===== src/rtl/fcrt_pkg.sv =====
`timescale 1ns / 1ps

package fcrt_pkg;

  localparam int unsigned DefMaxChunks  = 128;
  localparam int unsigned DefFrameBytes = 64000;
  localparam int unsigned DefMaxPayload = 640;

  localparam int unsigned SeqW   = 32;
  localparam int unsigned IdxW   = 16;
  localparam int unsigned TotalW = 16;
  localparam int unsigned LenW   = 10;
  localparam int unsigned OffW   = 16;
  localparam int unsigned ProdW  = IdxW + LenW;

  // One entry of the seen store: the frame that last marked this chunk.
  typedef struct packed {
    logic            vld;
    logic [SeqW-1:0] tag;
  } fcrt_entry_t;

endpackage


===== src/rtl/fcrt_in_if.sv =====
`timescale 1ns / 1ps

interface fcrt_in_if;
  logic                               valid;
  logic                               ready;
  logic [fcrt_pkg::SeqW-1:0]          frame_seq;
  logic [fcrt_pkg::IdxW-1:0]          chunk_index;
  logic [fcrt_pkg::TotalW-1:0]        chunk_total;
  logic [fcrt_pkg::LenW-1:0]          payload_bytes;

  modport source (output valid, frame_seq, chunk_index, chunk_total, payload_bytes,
                  input ready);
  modport sink   (input valid, frame_seq, chunk_index, chunk_total, payload_bytes,
                  output ready);
endinterface


===== src/rtl/fcrt_out_if.sv =====
`timescale 1ns / 1ps

interface fcrt_out_if;
  logic                      valid;
  logic                      ready;
  logic                      write_enable;
  logic [fcrt_pkg::OffW-1:0] write_offset;
  logic                      rejected;
  logic                      frame_dropped;
  logic [fcrt_pkg::SeqW-1:0] dropped_seq;
  logic                      frame_complete;

  modport source (output valid, write_enable, write_offset, rejected, frame_dropped,
                  dropped_seq, frame_complete, input ready);
  modport sink   (input valid, write_enable, write_offset, rejected, frame_dropped,
                  dropped_seq, frame_complete, output ready);
endinterface


===== src/rtl/frame_chunk_reassembly_tracker_unit.sv =====
`timescale 1ns / 1ps

// Frame chunk reassembly tracker.
// in_i carries one chunk header a beat (frame_seq, chunk_index, chunk_total,
// payload_bytes); out_o returns exactly one result beat for each header, in
// order: write enable and framebuffer offset, reject flag, dropped-frame report
// and completion flag.
// Throughput: one header per cycle while the store sweep is done and out_o is not
// stalled. The seen store is read at the accepting edge (the chunk_index *
// payload_bytes product is registered alongside), and the frame state and the
// output register update at the edge on which the read stage fires.
// The seen store holds, per chunk, the sequence of the frame that last marked
// it, so a new frame needs no clearing. A write and a read of the same entry in
// one cycle are forwarded inside the store.
// After reset the store is swept invalid, one entry a cycle: in_i.ready stays
// low until the sweep is done. Frame state and counters reset to zero.
// When out_o stalls the result holds in the output register; one more header
// is taken into the read stage, then in_i.ready drops until out_o drains.
module frame_chunk_reassembly_tracker_unit #(
  parameter int unsigned MAX_CHUNKS  = fcrt_pkg::DefMaxChunks,
  parameter int unsigned FRAME_BYTES = fcrt_pkg::DefFrameBytes,
  parameter int unsigned MAX_PAYLOAD = fcrt_pkg::DefMaxPayload
) (
  input  logic              clk_i,
  input  logic              rst_ni,
  fcrt_in_if.sink           in_i,
  fcrt_out_if.source        out_o
);

  localparam int unsigned AddrW = $clog2(MAX_CHUNKS);
  localparam int unsigned CntW  = $clog2(MAX_CHUNKS + 1);
  localparam int unsigned SumW  = fcrt_pkg::ProdW + 1;
  localparam int unsigned PlW   = 13;

  localparam logic [fcrt_pkg::IdxW:0] ChunkLimit   = (fcrt_pkg::IdxW + 1)'(MAX_CHUNKS);
  localparam logic [PlW-1:0]          PayloadLimit = PlW'(MAX_PAYLOAD);
  localparam logic [SumW-1:0]         FrameLimit   = SumW'(FRAME_BYTES);

  // Read stage
  logic                              s1_valid_q;
  logic [fcrt_pkg::SeqW-1:0]         s1_seq_q;
  logic [fcrt_pkg::IdxW-1:0]         s1_idx_q;
  logic [fcrt_pkg::TotalW-1:0]       s1_total_q;
  logic [fcrt_pkg::LenW-1:0]         s1_len_q;
  logic [fcrt_pkg::ProdW-1:0]        s1_prod_q;

  // Frame state
  logic [fcrt_pkg::SeqW-1:0]         cur_q, cur_d;
  logic [CntW-1:0]                   recv_q, recv_d;
  logic [fcrt_pkg::TotalW-1:0]       exp_q, exp_d;

  // Output register
  logic                              out_valid_q;
  logic                              we_q, we_d;
  logic [fcrt_pkg::OffW-1:0]         off_q, off_d;
  logic                              rej_q, rej_d;
  logic                              drop_q, drop_d;
  logic [fcrt_pkg::SeqW-1:0]         dseq_q, dseq_d;
  logic                              done_q, done_d;

  logic                              in_fire, s1_fire, store_busy;
  fcrt_pkg::fcrt_entry_t             rd_entry;
  logic                              newer, same, rej_idx, rej_off, seen, acc;
  logic [CntW-1:0]                   recv_base;
  logic [SumW-1:0]                   end_byte;

  assign s1_fire     = s1_valid_q && (!out_valid_q || out_o.ready);
  assign in_i.ready  = !store_busy && (!s1_valid_q || s1_fire);
  assign in_fire     = in_i.valid && in_i.ready;

  fcrt_seen_store #(
    .MAX_CHUNKS (MAX_CHUNKS)
  ) u_store (
    .clk_i     (clk_i),
    .rst_ni    (rst_ni),
    .rd_en_i   (in_fire),
    .rd_addr_i (in_i.chunk_index[AddrW-1:0]),
    .wr_en_i   (s1_fire && acc),
    .wr_addr_i (s1_idx_q[AddrW-1:0]),
    .wr_tag_i  (cur_d),
    .rd_data_o (rd_entry),
    .busy_o    (store_busy)
  );

  always_ff @(posedge clk_i or negedge rst_ni) begin
    if (!rst_ni) begin
      s1_valid_q <= 1'b0;
    end else if (in_fire) begin
      s1_valid_q <= 1'b1;
    end else if (s1_fire) begin
      s1_valid_q <= 1'b0;
    end
  end

  always_ff @(posedge clk_i) begin
    if (in_fire) begin
      s1_seq_q   <= in_i.frame_seq;
      s1_idx_q   <= in_i.chunk_index;
      s1_total_q <= in_i.chunk_total;
      s1_len_q   <= in_i.payload_bytes;
      s1_prod_q  <= fcrt_pkg::ProdW'(in_i.chunk_index) * fcrt_pkg::ProdW'(in_i.payload_bytes);
    end
  end

  // Restart on a newer frame, then handle the chunk against the resulting state.
  always_comb begin
    newer     = s1_seq_q > cur_q;
    cur_d     = newer ? s1_seq_q : cur_q;
    exp_d     = newer ? s1_total_q : exp_q;
    recv_base = newer ? '0 : recv_q;
    same      = (s1_seq_q == cur_d);

    rej_idx   = ({1'b0, s1_idx_q} >= ChunkLimit) || (PlW'(s1_len_q) > PayloadLimit);
    end_byte  = SumW'(s1_prod_q) + SumW'(s1_len_q);
    rej_off   = end_byte > FrameLimit;
    // A restart makes every stored tag stale.
    seen      = !newer && rd_entry.vld && (rd_entry.tag == cur_q);
    acc       = same && !rej_idx && !rej_off && !seen;
    recv_d    = recv_base + CntW'(acc);

    we_d      = acc;
    off_d     = acc ? s1_prod_q[fcrt_pkg::OffW-1:0] : '0;
    rej_d     = same && (rej_idx || rej_off);
    drop_d    = newer && (fcrt_pkg::TotalW'(recv_q) < exp_q);
    dseq_d    = drop_d ? cur_q : '0;
    done_d    = same && (fcrt_pkg::TotalW'(recv_d) == exp_d);
  end

  always_ff @(posedge clk_i or negedge rst_ni) begin
    if (!rst_ni) begin
      cur_q       <= '0;
      recv_q      <= '0;
      exp_q       <= '0;
      out_valid_q <= 1'b0;
    end else begin
      if (s1_fire) begin
        cur_q  <= cur_d;
        recv_q <= recv_d;
        exp_q  <= exp_d;
      end
      if (s1_fire) begin
        out_valid_q <= 1'b1;
      end else if (out_o.ready) begin
        out_valid_q <= 1'b0;
      end
    end
  end

  always_ff @(posedge clk_i) begin
    if (s1_fire) begin
      we_q   <= we_d;
      off_q  <= off_d;
      rej_q  <= rej_d;
      drop_q <= drop_d;
      dseq_q <= dseq_d;
      done_q <= done_d;
    end
  end

  assign out_o.valid          = out_valid_q;
  assign out_o.write_enable   = we_q;
  assign out_o.write_offset   = off_q;
  assign out_o.rejected       = rej_q;
  assign out_o.frame_dropped  = drop_q;
  assign out_o.dropped_seq    = dseq_q;
  assign out_o.frame_complete = done_q;

endmodule


===== src/rtl/fcrt_seen_store.sv =====
`timescale 1ns / 1ps

module fcrt_seen_store #(
  parameter int unsigned MAX_CHUNKS = fcrt_pkg::DefMaxChunks
) (
  input  logic                                  clk_i,
  input  logic                                  rst_ni,
  input  logic                                  rd_en_i,
  input  logic [$clog2(MAX_CHUNKS)-1:0]         rd_addr_i,
  input  logic                                  wr_en_i,
  input  logic [$clog2(MAX_CHUNKS)-1:0]         wr_addr_i,
  input  logic [fcrt_pkg::SeqW-1:0]             wr_tag_i,
  output fcrt_pkg::fcrt_entry_t                 rd_data_o,
  output logic                                  busy_o
);

  localparam int unsigned AddrW = $clog2(MAX_CHUNKS);
  localparam logic [AddrW-1:0] LastAddr = AddrW'(MAX_CHUNKS - 1);

  fcrt_pkg::fcrt_entry_t mem [MAX_CHUNKS];
  fcrt_pkg::fcrt_entry_t rd_data_q;

  logic             clr_busy_q, clr_busy_d;
  logic [AddrW-1:0] clr_addr_q, clr_addr_d;

  logic                  mem_we;
  logic [AddrW-1:0]      mem_waddr;
  fcrt_pkg::fcrt_entry_t mem_wdata;

  // Sweep every entry to invalid after reset.
  always_comb begin
    clr_busy_d = clr_busy_q;
    clr_addr_d = clr_addr_q;
    if (clr_busy_q) begin
      clr_addr_d = clr_addr_q + AddrW'(1);
      if (clr_addr_q == LastAddr) begin
        clr_busy_d = 1'b0;
      end
    end
  end

  always_comb begin
    if (clr_busy_q) begin
      mem_we    = 1'b1;
      mem_waddr = clr_addr_q;
      mem_wdata = '0;
    end else begin
      mem_we        = wr_en_i;
      mem_waddr     = wr_addr_i;
      mem_wdata.vld = 1'b1;
      mem_wdata.tag = wr_tag_i;
    end
  end

  always_ff @(posedge clk_i or negedge rst_ni) begin
    if (!rst_ni) begin
      clr_busy_q <= 1'b1;
      clr_addr_q <= '0;
    end else begin
      clr_busy_q <= clr_busy_d;
      clr_addr_q <= clr_addr_d;
    end
  end

  always_ff @(posedge clk_i) begin
    if (mem_we) begin
      mem[mem_waddr] <= mem_wdata;
    end
  end

  // Forward a write that lands on the entry being read in the same cycle.
  always_ff @(posedge clk_i) begin
    if (rd_en_i) begin
      if (mem_we && (mem_waddr == rd_addr_i)) begin
        rd_data_q <= mem_wdata;
      end else begin
        rd_data_q <= mem[rd_addr_i];
      end
    end
  end

  assign rd_data_o = rd_data_q;
  assign busy_o    = clr_busy_q;

endmodule


===== src/flat_wrapper.sv =====
// flat-port wrapper written by rule: the top's interface ports become plain ports
module frame_chunk_reassembly_tracker_unit_flat 
#(
  parameter int unsigned MAX_CHUNKS  = fcrt_pkg::DefMaxChunks,
  parameter int unsigned FRAME_BYTES = fcrt_pkg::DefFrameBytes,
  parameter int unsigned MAX_PAYLOAD = fcrt_pkg::DefMaxPayload
)
  (clk_i, rst_ni, in_i_valid, in_i_frame_seq, in_i_chunk_index, in_i_chunk_total, in_i_payload_bytes, in_i_ready, out_o_valid, out_o_write_enable, out_o_write_offset, out_o_rejected, out_o_frame_dropped, out_o_dropped_seq, out_o_frame_complete, out_o_ready);
  fcrt_in_if in_i_i ();
  fcrt_out_if out_o_i ();
  input  logic clk_i;
  input  logic rst_ni;
  input wire logic [$bits(in_i_i.valid)-1:0] in_i_valid;
  input wire logic [$bits(in_i_i.frame_seq)-1:0] in_i_frame_seq;
  input wire logic [$bits(in_i_i.chunk_index)-1:0] in_i_chunk_index;
  input wire logic [$bits(in_i_i.chunk_total)-1:0] in_i_chunk_total;
  input wire logic [$bits(in_i_i.payload_bytes)-1:0] in_i_payload_bytes;
  output wire logic [$bits(in_i_i.ready)-1:0] in_i_ready;
  output wire logic [$bits(out_o_i.valid)-1:0] out_o_valid;
  output wire logic [$bits(out_o_i.write_enable)-1:0] out_o_write_enable;
  output wire logic [$bits(out_o_i.write_offset)-1:0] out_o_write_offset;
  output wire logic [$bits(out_o_i.rejected)-1:0] out_o_rejected;
  output wire logic [$bits(out_o_i.frame_dropped)-1:0] out_o_frame_dropped;
  output wire logic [$bits(out_o_i.dropped_seq)-1:0] out_o_dropped_seq;
  output wire logic [$bits(out_o_i.frame_complete)-1:0] out_o_frame_complete;
  input wire logic [$bits(out_o_i.ready)-1:0] out_o_ready;
  assign in_i_i.valid = in_i_valid;
  assign in_i_i.frame_seq = in_i_frame_seq;
  assign in_i_i.chunk_index = in_i_chunk_index;
  assign in_i_i.chunk_total = in_i_chunk_total;
  assign in_i_i.payload_bytes = in_i_payload_bytes;
  assign in_i_ready = in_i_i.ready;
  assign out_o_valid = out_o_i.valid;
  assign out_o_write_enable = out_o_i.write_enable;
  assign out_o_write_offset = out_o_i.write_offset;
  assign out_o_rejected = out_o_i.rejected;
  assign out_o_frame_dropped = out_o_i.frame_dropped;
  assign out_o_dropped_seq = out_o_i.dropped_seq;
  assign out_o_frame_complete = out_o_i.frame_complete;
  assign out_o_i.ready = out_o_ready;
  frame_chunk_reassembly_tracker_unit #(.MAX_CHUNKS(MAX_CHUNKS), .FRAME_BYTES(FRAME_BYTES), .MAX_PAYLOAD(MAX_PAYLOAD)) u_core (.clk_i(clk_i), .rst_ni(rst_ni), .in_i(in_i_i), .out_o(out_o_i));
endmodule

===== config.mk =====
export PLATFORM = sky130hd
export DESIGN_NAME = frame_chunk_reassembly_tracker_unit_flat
export DESIGN_NICKNAME = d
export VERILOG_FILES = /design/src/rtl/fcrt_pkg.sv /design/src/rtl/fcrt_in_if.sv /design/src/rtl/fcrt_out_if.sv /design/src/rtl/frame_chunk_reassembly_tracker_unit.sv /design/src/rtl/fcrt_seen_store.sv /design/src/flat_wrapper.sv
export SDC_FILE = /design/constraint.sdc
export NUM_CORES = 2
export LEC_CHECK = 0
export BUFFER_PORTS_ARGS = -buffer_cell sky130_fd_sc_hd__buf_2
export CAP_MARGIN = 10
export CORE_MARGIN = 2
export CORE_UTILIZATION = 59
export CTS_BUF_LIST = sky130_fd_sc_hd__clkbuf_4 sky130_fd_sc_hd__clkbuf_8
export CTS_CLUSTER_DIAMETER = 40
export DETAILED_ROUTE_END_ITERATION = 10
export PLACE_DENSITY = 0.79
export SYNTH_ARGS = -nofsm -noshare
export SYNTH_HDL_FRONTEND = slang
export SYNTH_HIERARCHICAL = 1
export SYNTH_MEMORY_MAX_BITS = 65536
export SYNTH_SLANG_ARGS = --single-unit

===== constraint.sdc =====
create_clock -name clk_i -period 5.9 [get_ports clk_i]
set_input_delay 0.59 -clock clk_i [delete_from_list [all_inputs] [get_ports clk_i]]
set_output_delay 0.59 -clock clk_i [all_outputs]
set_load 0.05 [all_outputs]

Yosys cells after proc, flatten, opt, wreduce, memory -nomap -nowiden
Memory sizes are Yosys's and may differ from the RTL's. A register that Yosys moved wholly into a read port is not among the register bits.
Cells that the tools add are included.
{"block": "totals", "reg_bits": 218, "ramBits": 4224, "inputBits": 78, "elab_cells": 71, "memories": 1}
{"block": "op_classes", "addsub": 3, "multipliers": 1, "order_cmp": 5, "n_eq_ne": 4, "mux": 14, "reduce_logical": 25}
{"memory": "u_core.u_store.mem", "words": 128, "word_bits": 33, "rd": 1, "rd_clocked_by_memory_dff": 1, "wr": 1, "line": "fcrt_seen_store.sv:20", "rtl": "fcrt_pkg::fcrt_entry_t mem [MAX_CHUNKS];"}
{"cell": "equality test 32 bit", "n": 2}
{"cell": "two-way mux 33 bit", "n": 1}
{"cell": "greater-than comparator 32 bit", "n": 1}
{"cell": "two-way mux 32 bit", "n": 1}
{"cell": "adder 26 x 10 -> 27 bit", "n": 1}
{"cell": "greater-than comparator 27 x 16 -> 1 bit, second input constant", "n": 1}
{"cell": "multiplier 16 x 10 -> 26 bit", "n": 1}
{"cell": "equality test 8 x 16 -> 1 bit", "n": 1}
{"cell": "greater-or-equal comparator 16 x 8 -> 1 bit, second input constant", "n": 1}
{"cell": "less-than comparator 8 x 16 -> 1 bit", "n": 1}
{"cell": "two-way mux 16 bit", "n": 1}
{"cell": "logical AND 1 bit", "n": 12}
{"cell": "greater-than comparator 10 bit, second input constant", "n": 1}
{"cell": "two-way mux 1 bit", "n": 9}
{"cell": "adder 8 x 1 -> 8 bit", "n": 1}
{"cell": "two-way mux 8 bit", "n": 1}
{"cell": "adder 7 x 1 -> 7 bit, second input constant", "n": 1}
{"cell": "equality test 7 bit, second input constant", "n": 1}
{"cell": "zero test 1 bit", "n": 7}
{"cell": "two-way mux 7 bit", "n": 1}
{"cell": "logical OR 1 bit", "n": 4}
{"cell": "nonzero test 2 bit", "n": 2}

Logic depth before layout (Yosys ltp)
{"block": "logic_depth", "ltp_word": 10, "mapped_depth": 21, "mapped_depth_nobuf": 20}

Modules after synthesis
The synthesis kept the hierarchy.
{"module": "fcrt_seen_store", "n_inst": 1, "cells_per_inst": 7058, "area_per_inst_um2": 162746.1, "seq_area_each_um2": 128034.0}
{"module": "frame_chunk_reassembly_tracker_unit", "n_inst": 1, "cells_per_inst": 1399, "area_per_inst_um2": 15194.6, "seq_area_each_um2": 6015.8}

Worst setup path before layout
No wires, ideal clock.
{"block": "synth_timing", "path_type": "register -> register", "startpoint": "register u_core/cur_q[15] (netlist name)", "endpoint": "memory u_core/u_store/mem[0][2] (netlist name), data pin", "setup_time_ns": 0.832, "arrival_ns": 5.686, "required_time_ns": 5.068, "setup_slack_ns": -0.618, "stages_incl_launch_ff": 12, "n_path_buf": 2, "cell_sequence": "dfrtp_1 > inv_1 > ha_1 > nand4_1 > nor4_1 > a211o_1 > o22ai_1 > a31oi_1 > buf_2 > buf_2 > mux2i_1 > nor2b_1"}
{"element": "from (decl)", "line": "frame_chunk_reassembly_tracker_unit.sv:48", "rtl": "logic [fcrt_pkg::SeqW-1:0] cur_q, cur_d;"}
{"element": "from (signal assigned)", "line": "frame_chunk_reassembly_tracker_unit.sv:137", "rtl": "cur_q <= cur_d;"}
{"element": "to (decl)", "line": "fcrt_seen_store.sv:20"}

Final worst setup path
{"block": "layout_timing", "startpoint": "input in_i_payload_bytes[1]", "endpoint": "register u_core/s1_prod_q[23] (netlist name), data pin"}
{"block": "layout_between", "elab_chain_cells": 1}
{"element": "from (decl)", "line": "flat_wrapper.sv:17", "rtl": "input wire logic [$bits(in_i_i.payload_bytes)-1:0] in_i_payload_bytes;"}
{"element": "multiplier 16 x 10 -> 26 bit", "line": "frame_chunk_reassembly_tracker_unit.sv:101", "rtl": "s1_prod_q <= fcrt_pkg::ProdW'(in_i.chunk_index) * fcrt_pkg::ProdW'(in_i.payload_bytes);"}
{"element": "to (signal assigned)", "line": "frame_chunk_reassembly_tracker_unit.sv:101"}
{"element": "to (decl)", "line": "frame_chunk_reassembly_tracker_unit.sv:45", "rtl": "logic [fcrt_pkg::ProdW-1:0] s1_prod_q;"}
No other way between the ends.
A chain may end at the register's enable or synchronous reset.

==> impl_metrics.json <==
{
  "final_cell_mix": "4,409 x edfxtp_1, 1,025 x mux4_2, 678 x clkbuf_8",
  "synth_edf_count": 4409,
  "ir_drop_v": 0.0006695,
  "slowest_delay_ns": 0.58,
  "power.leakage_nw": 65.07,
  "finClkSkew_ns": 0.09596,
  "synth_top_cell_by_area": "edfxtp_1",
  "wirelength_mm": 480.5,
  "grt_pass1_wl_mm": 681.4,
  "clkSinkCount": 4475,
  "path_class": "input port to flip-flop",
  "setup_ws_ns": 0.3014,
  "status": "finished clean",
  "r2r-end": "u_core/u_store/rd_data_o[12]",
  "ys.flop_type": "edfxtp_1",
  "routedWlPerCell_um": 34.80,
  "drt_first_iter_violations": 16090,
  "syn-cell-area_mm2": 0.1779,
  "cp-start-kind": "input port",
  "via_per_inst": 6.858,
  "drive_gt1_share_pct": 29.57,
  "final_core_util_pct": 67.19,
  "cts_setup_buffers": 0,
  "fin_crit_ns": 5.599,
  "r2r_cells": 19,
  "power.share.clock_pct": 30.0,
  "placed_area_mm2": 0.1879,
  "maxCapViolCount": 0,
  "grt_usage_pct": 31.32,
  "die_y_um": 553.2,
  "ys_warn_count": 6,
  "clock_latency_ns": 1.10,
  "finalMaxSlewViolations": 0,
  "r2r_start": "u_core/s1_len_q[0]",
  "grt_pass1_vias": 95600,
  "synthTopCellsByArea": "edfxtp_1 74%, mux4_2 13%, fa_1 1.2%",
  "setup_viol": 0,
  "crit_required_ns": 6.70,
  "firstDrtPassIters": 7,
  "r2r_slack_ns": 0.37,
  "relSlewSlack_pct": 3.212,
  "crit_path_frequent_cell": "fa_1",
  "layout_commonest_cell": "edfxtp_1",
  "antenna_found_initial": 29,
  "crit_path_cell_trace": "dlygate4sd3_1 -> buf_2 -> buf_4 -> nand2_1 -> fa_1 -> fa_1 -> fa_1 -> fa_1 -> inv_1 -> fa_1 -> ha_1 -> a21o_1 -> a21o_1 -> a21oi_1 -> o21ai_0 -> a221oi_1 -> buf_4 -> o2111ai_1 -> a31o_2 -> a21oi_1 -> xnor2_1",
  "port_buffers": 131,
  "cp_max_fo": 10,
  "multi_input_area_mm2": 0.04189,
  "endpoint_kind": "flip-flop",
  "initial_core_util_pct": 59.31,
  "ant_nets": 0,
  "ys_async_sr_fraction_pct": 1.475,
  "die_w_um": 553.2,
  "io_pins": 132,
  "syn_to_final_growth_pct": 13.30,
  "clock.fmax_mhz": 178.6,
  "n_fill_cell": 17410,
  "regArea_mm2": 0.1341,
  "tritoncts": "yes",
  "fp.dieArea_mm2": 0.3060,
  "power.density_mw_per_mm2": 410.6,
  "grt_max_degree": 140,
  "avgSynthCellArea_um2": 21.04,
  "drcViolationCount": 0,
  "num_vias": 94690,
  "numCtsBuffers": 670,
  "post-route-period-util_pct": 94.89,
  "dp_hpwl_mm": 270.9,
  "p_int_mw": 58.82,
  "switchingPower_mw": 23.95,
  "core_mm2": 0.3000,
  "seq_area_frac_synth_pct": 75.33,
  "hold_class": "input port to async pin",
  "worst_pin_slew_ns": 1.440,
  "h-tree-depth": 6,
  "gp_congestion": 0.9015,
  "power_frac_seq_pct": 51.1,
  "synth_cell_types": 83,
  "yosysTopAreaCellShare_pct": 74.41,
  "post-route-cell-area_mm2": 0.2016,
  "layout.nets": 9624,
  "p_comb_share_pct": 18.9,
  "crit_arrival_ns": 6.40,
  "syn_inst": 8457,
  "clockBufferDepth": 4,
  "grt_overflow": 0,
  "switching_share_pct": 28.94,
  "synth_nets": 8759,
  "clk_pin_slew_ns": 0.07,
  "p_total_mw": 82.77,
  "synth_seq_cells": 4475,
  "root_buffer": "clkbuf_8",
  "cp_slowest_cell": "fa_1",
  "pre_cts_slack_ns": -0.1577,
  "rows": 201,
  "finalHoldViolCount": 0,
  "rsz0062_at_grt": "no"
}
==> power groups by stage <==
stage | Clock [mW] | Combinational [mW] | Sequential (mW)
after floorplan | 0 | 7.71 | 43.7
final | 24.8 | 15.7 | 42.3
after CTS | 25.0 | 15.2 | 42.2
after global routing | 26.2 | 16.5 | 42.3
after global placement | 0 | 14.3 | 42.9
after detailed placement | 0 | 15.1 | 42.9
==> cell families (layout without fill, tap and decap cells) <==
kind of cell / count (synthesis) / in the layout / synth area share, %
buffers and inverters: 634 / 2014 / 1.868
AND/OR/NAND/NOR: 863 / 863 / 2.372
XOR/XNOR: 107 / 107 / 0.5267
flip-flops: 4475 / 4475 / 75.33
multiplexers: 1269 / 1269 / 14.39
AO/OA/AOI/OAI: 885 / 885 / 3.462
adder cells (fa/ha/maj): 224 / 224 / 2.043
other: 0 / 11 / 0
==> metal layers <==
layer,vias up,track usage [%],wire [µm]
li1,36970,-,-
met1,48430,42.15,159600
met2,7994,47.86,221500
met3,1283,9.357,74250
met4,12,14.09,24710
met5,-,0,365
==> state kept, by name, summed over array words and instances (netlist names), 7 cells and up <==
signal and cells:
u_core/cur_q 32, u_core/exp_q 16, u_core/out_o.dropped_seq 32, u_core/out_o.write_offset 16
u_core/recv_q 8, u_core/s1_idx_q 16, u_core/s1_len_q 10, u_core/s1_prod_q 26
u_core/s1_seq_q 32, u_core/s1_total_q 16, u_core/u_store/clr_addr_q 7, u_core/u_store/mem 4224
u_core/u_store/rd_data_o 33
==> metrics by stage <==
step | hold slack, ns | cells | setup TNS, ns
finish | 0.07913 | 13810 | 0
global route | 0.06610 | 13800 | 0
CTS | 0.002088 | 13790 | 0
detailed placement | 0.4982 | 12540 | -0.3494
global placement | 0.4769 | 12540 | -0.2737
floorplan | 0.2944 | 8457 | -986.67
==> repair_timing <==
action | in CTS | in global routing
resized for setup | 0 | 0
hold buffers | 65 | 0
endpoints found under the hold margin | 99 | 0
==> worst max-delay path: cells and delay by family <==
family                     cells  cell delay (ns)
and+or+nand+nor                1             0.09
xor gates and xnor gates       1             0.08
buffers and inverters          5             1.17
adders and majority gates      6             2.77
AOI/OAI and AO/OA              8             1.68
==> synthesized netlist by cell type (44+ instances only) <==
master and instances:
ha_1 113, o21ai_0 81, a22oi_1 155, xnor2_1 70, fa_1 111, inv_1 177
buf_6 54, a21oi_1 114, dfrtp_1 65, o221ai_1 44, buf_2 121, nor2_1 190
nor3_1 49, nand3_1 51, buf_4 100, mux2i_1 184, mux2_2 59, mux4_2 1025
a211oi_1 50, o22ai_1 192, clkbuf_1 167, nor2b_1 53, nand2_1 260, edfxtp_1 4409
and2_1 124
==> layout make-up <==
type | instances | area share [%]
flip-flops and latches | 4475 | 66.49
multi-input cells | 3348 | 20.78
well taps | 3958 | 2.456
clock inverters | 321 | 1.125
diodes | 11 | 0.01365
repair buffers | 647 | 3.467
inverters | 180 | 0.3389
clock buffers | 866 | 5.329
==> how the worst max path moves through the flow <==
stage                          start                        end  slack (ns)  cells after the start
6_report       in_i_payload_bytes[1]       u_core/s1_prod_q[23]        0.30                     21
5_1_grt        in_i_payload_bytes[1]       u_core/s1_prod_q[23]        0.03                     21
4_1_cts        in_i_payload_bytes[1]       u_core/s1_prod_q[23]        0.43                     21
3_5_place_dp   in_i_payload_bytes[2]       u_core/s1_prod_q[23]       -0.16                     20
3_3_place_gp   in_i_payload_bytes[1]       u_core/s1_prod_q[23]       -0.09                     20
2_1_floorplan       u_core/cur_q[15]  u_core/u_store/mem[0][10]       -0.48                     10
No activity file was read; power rests on OpenSTA's default activity.
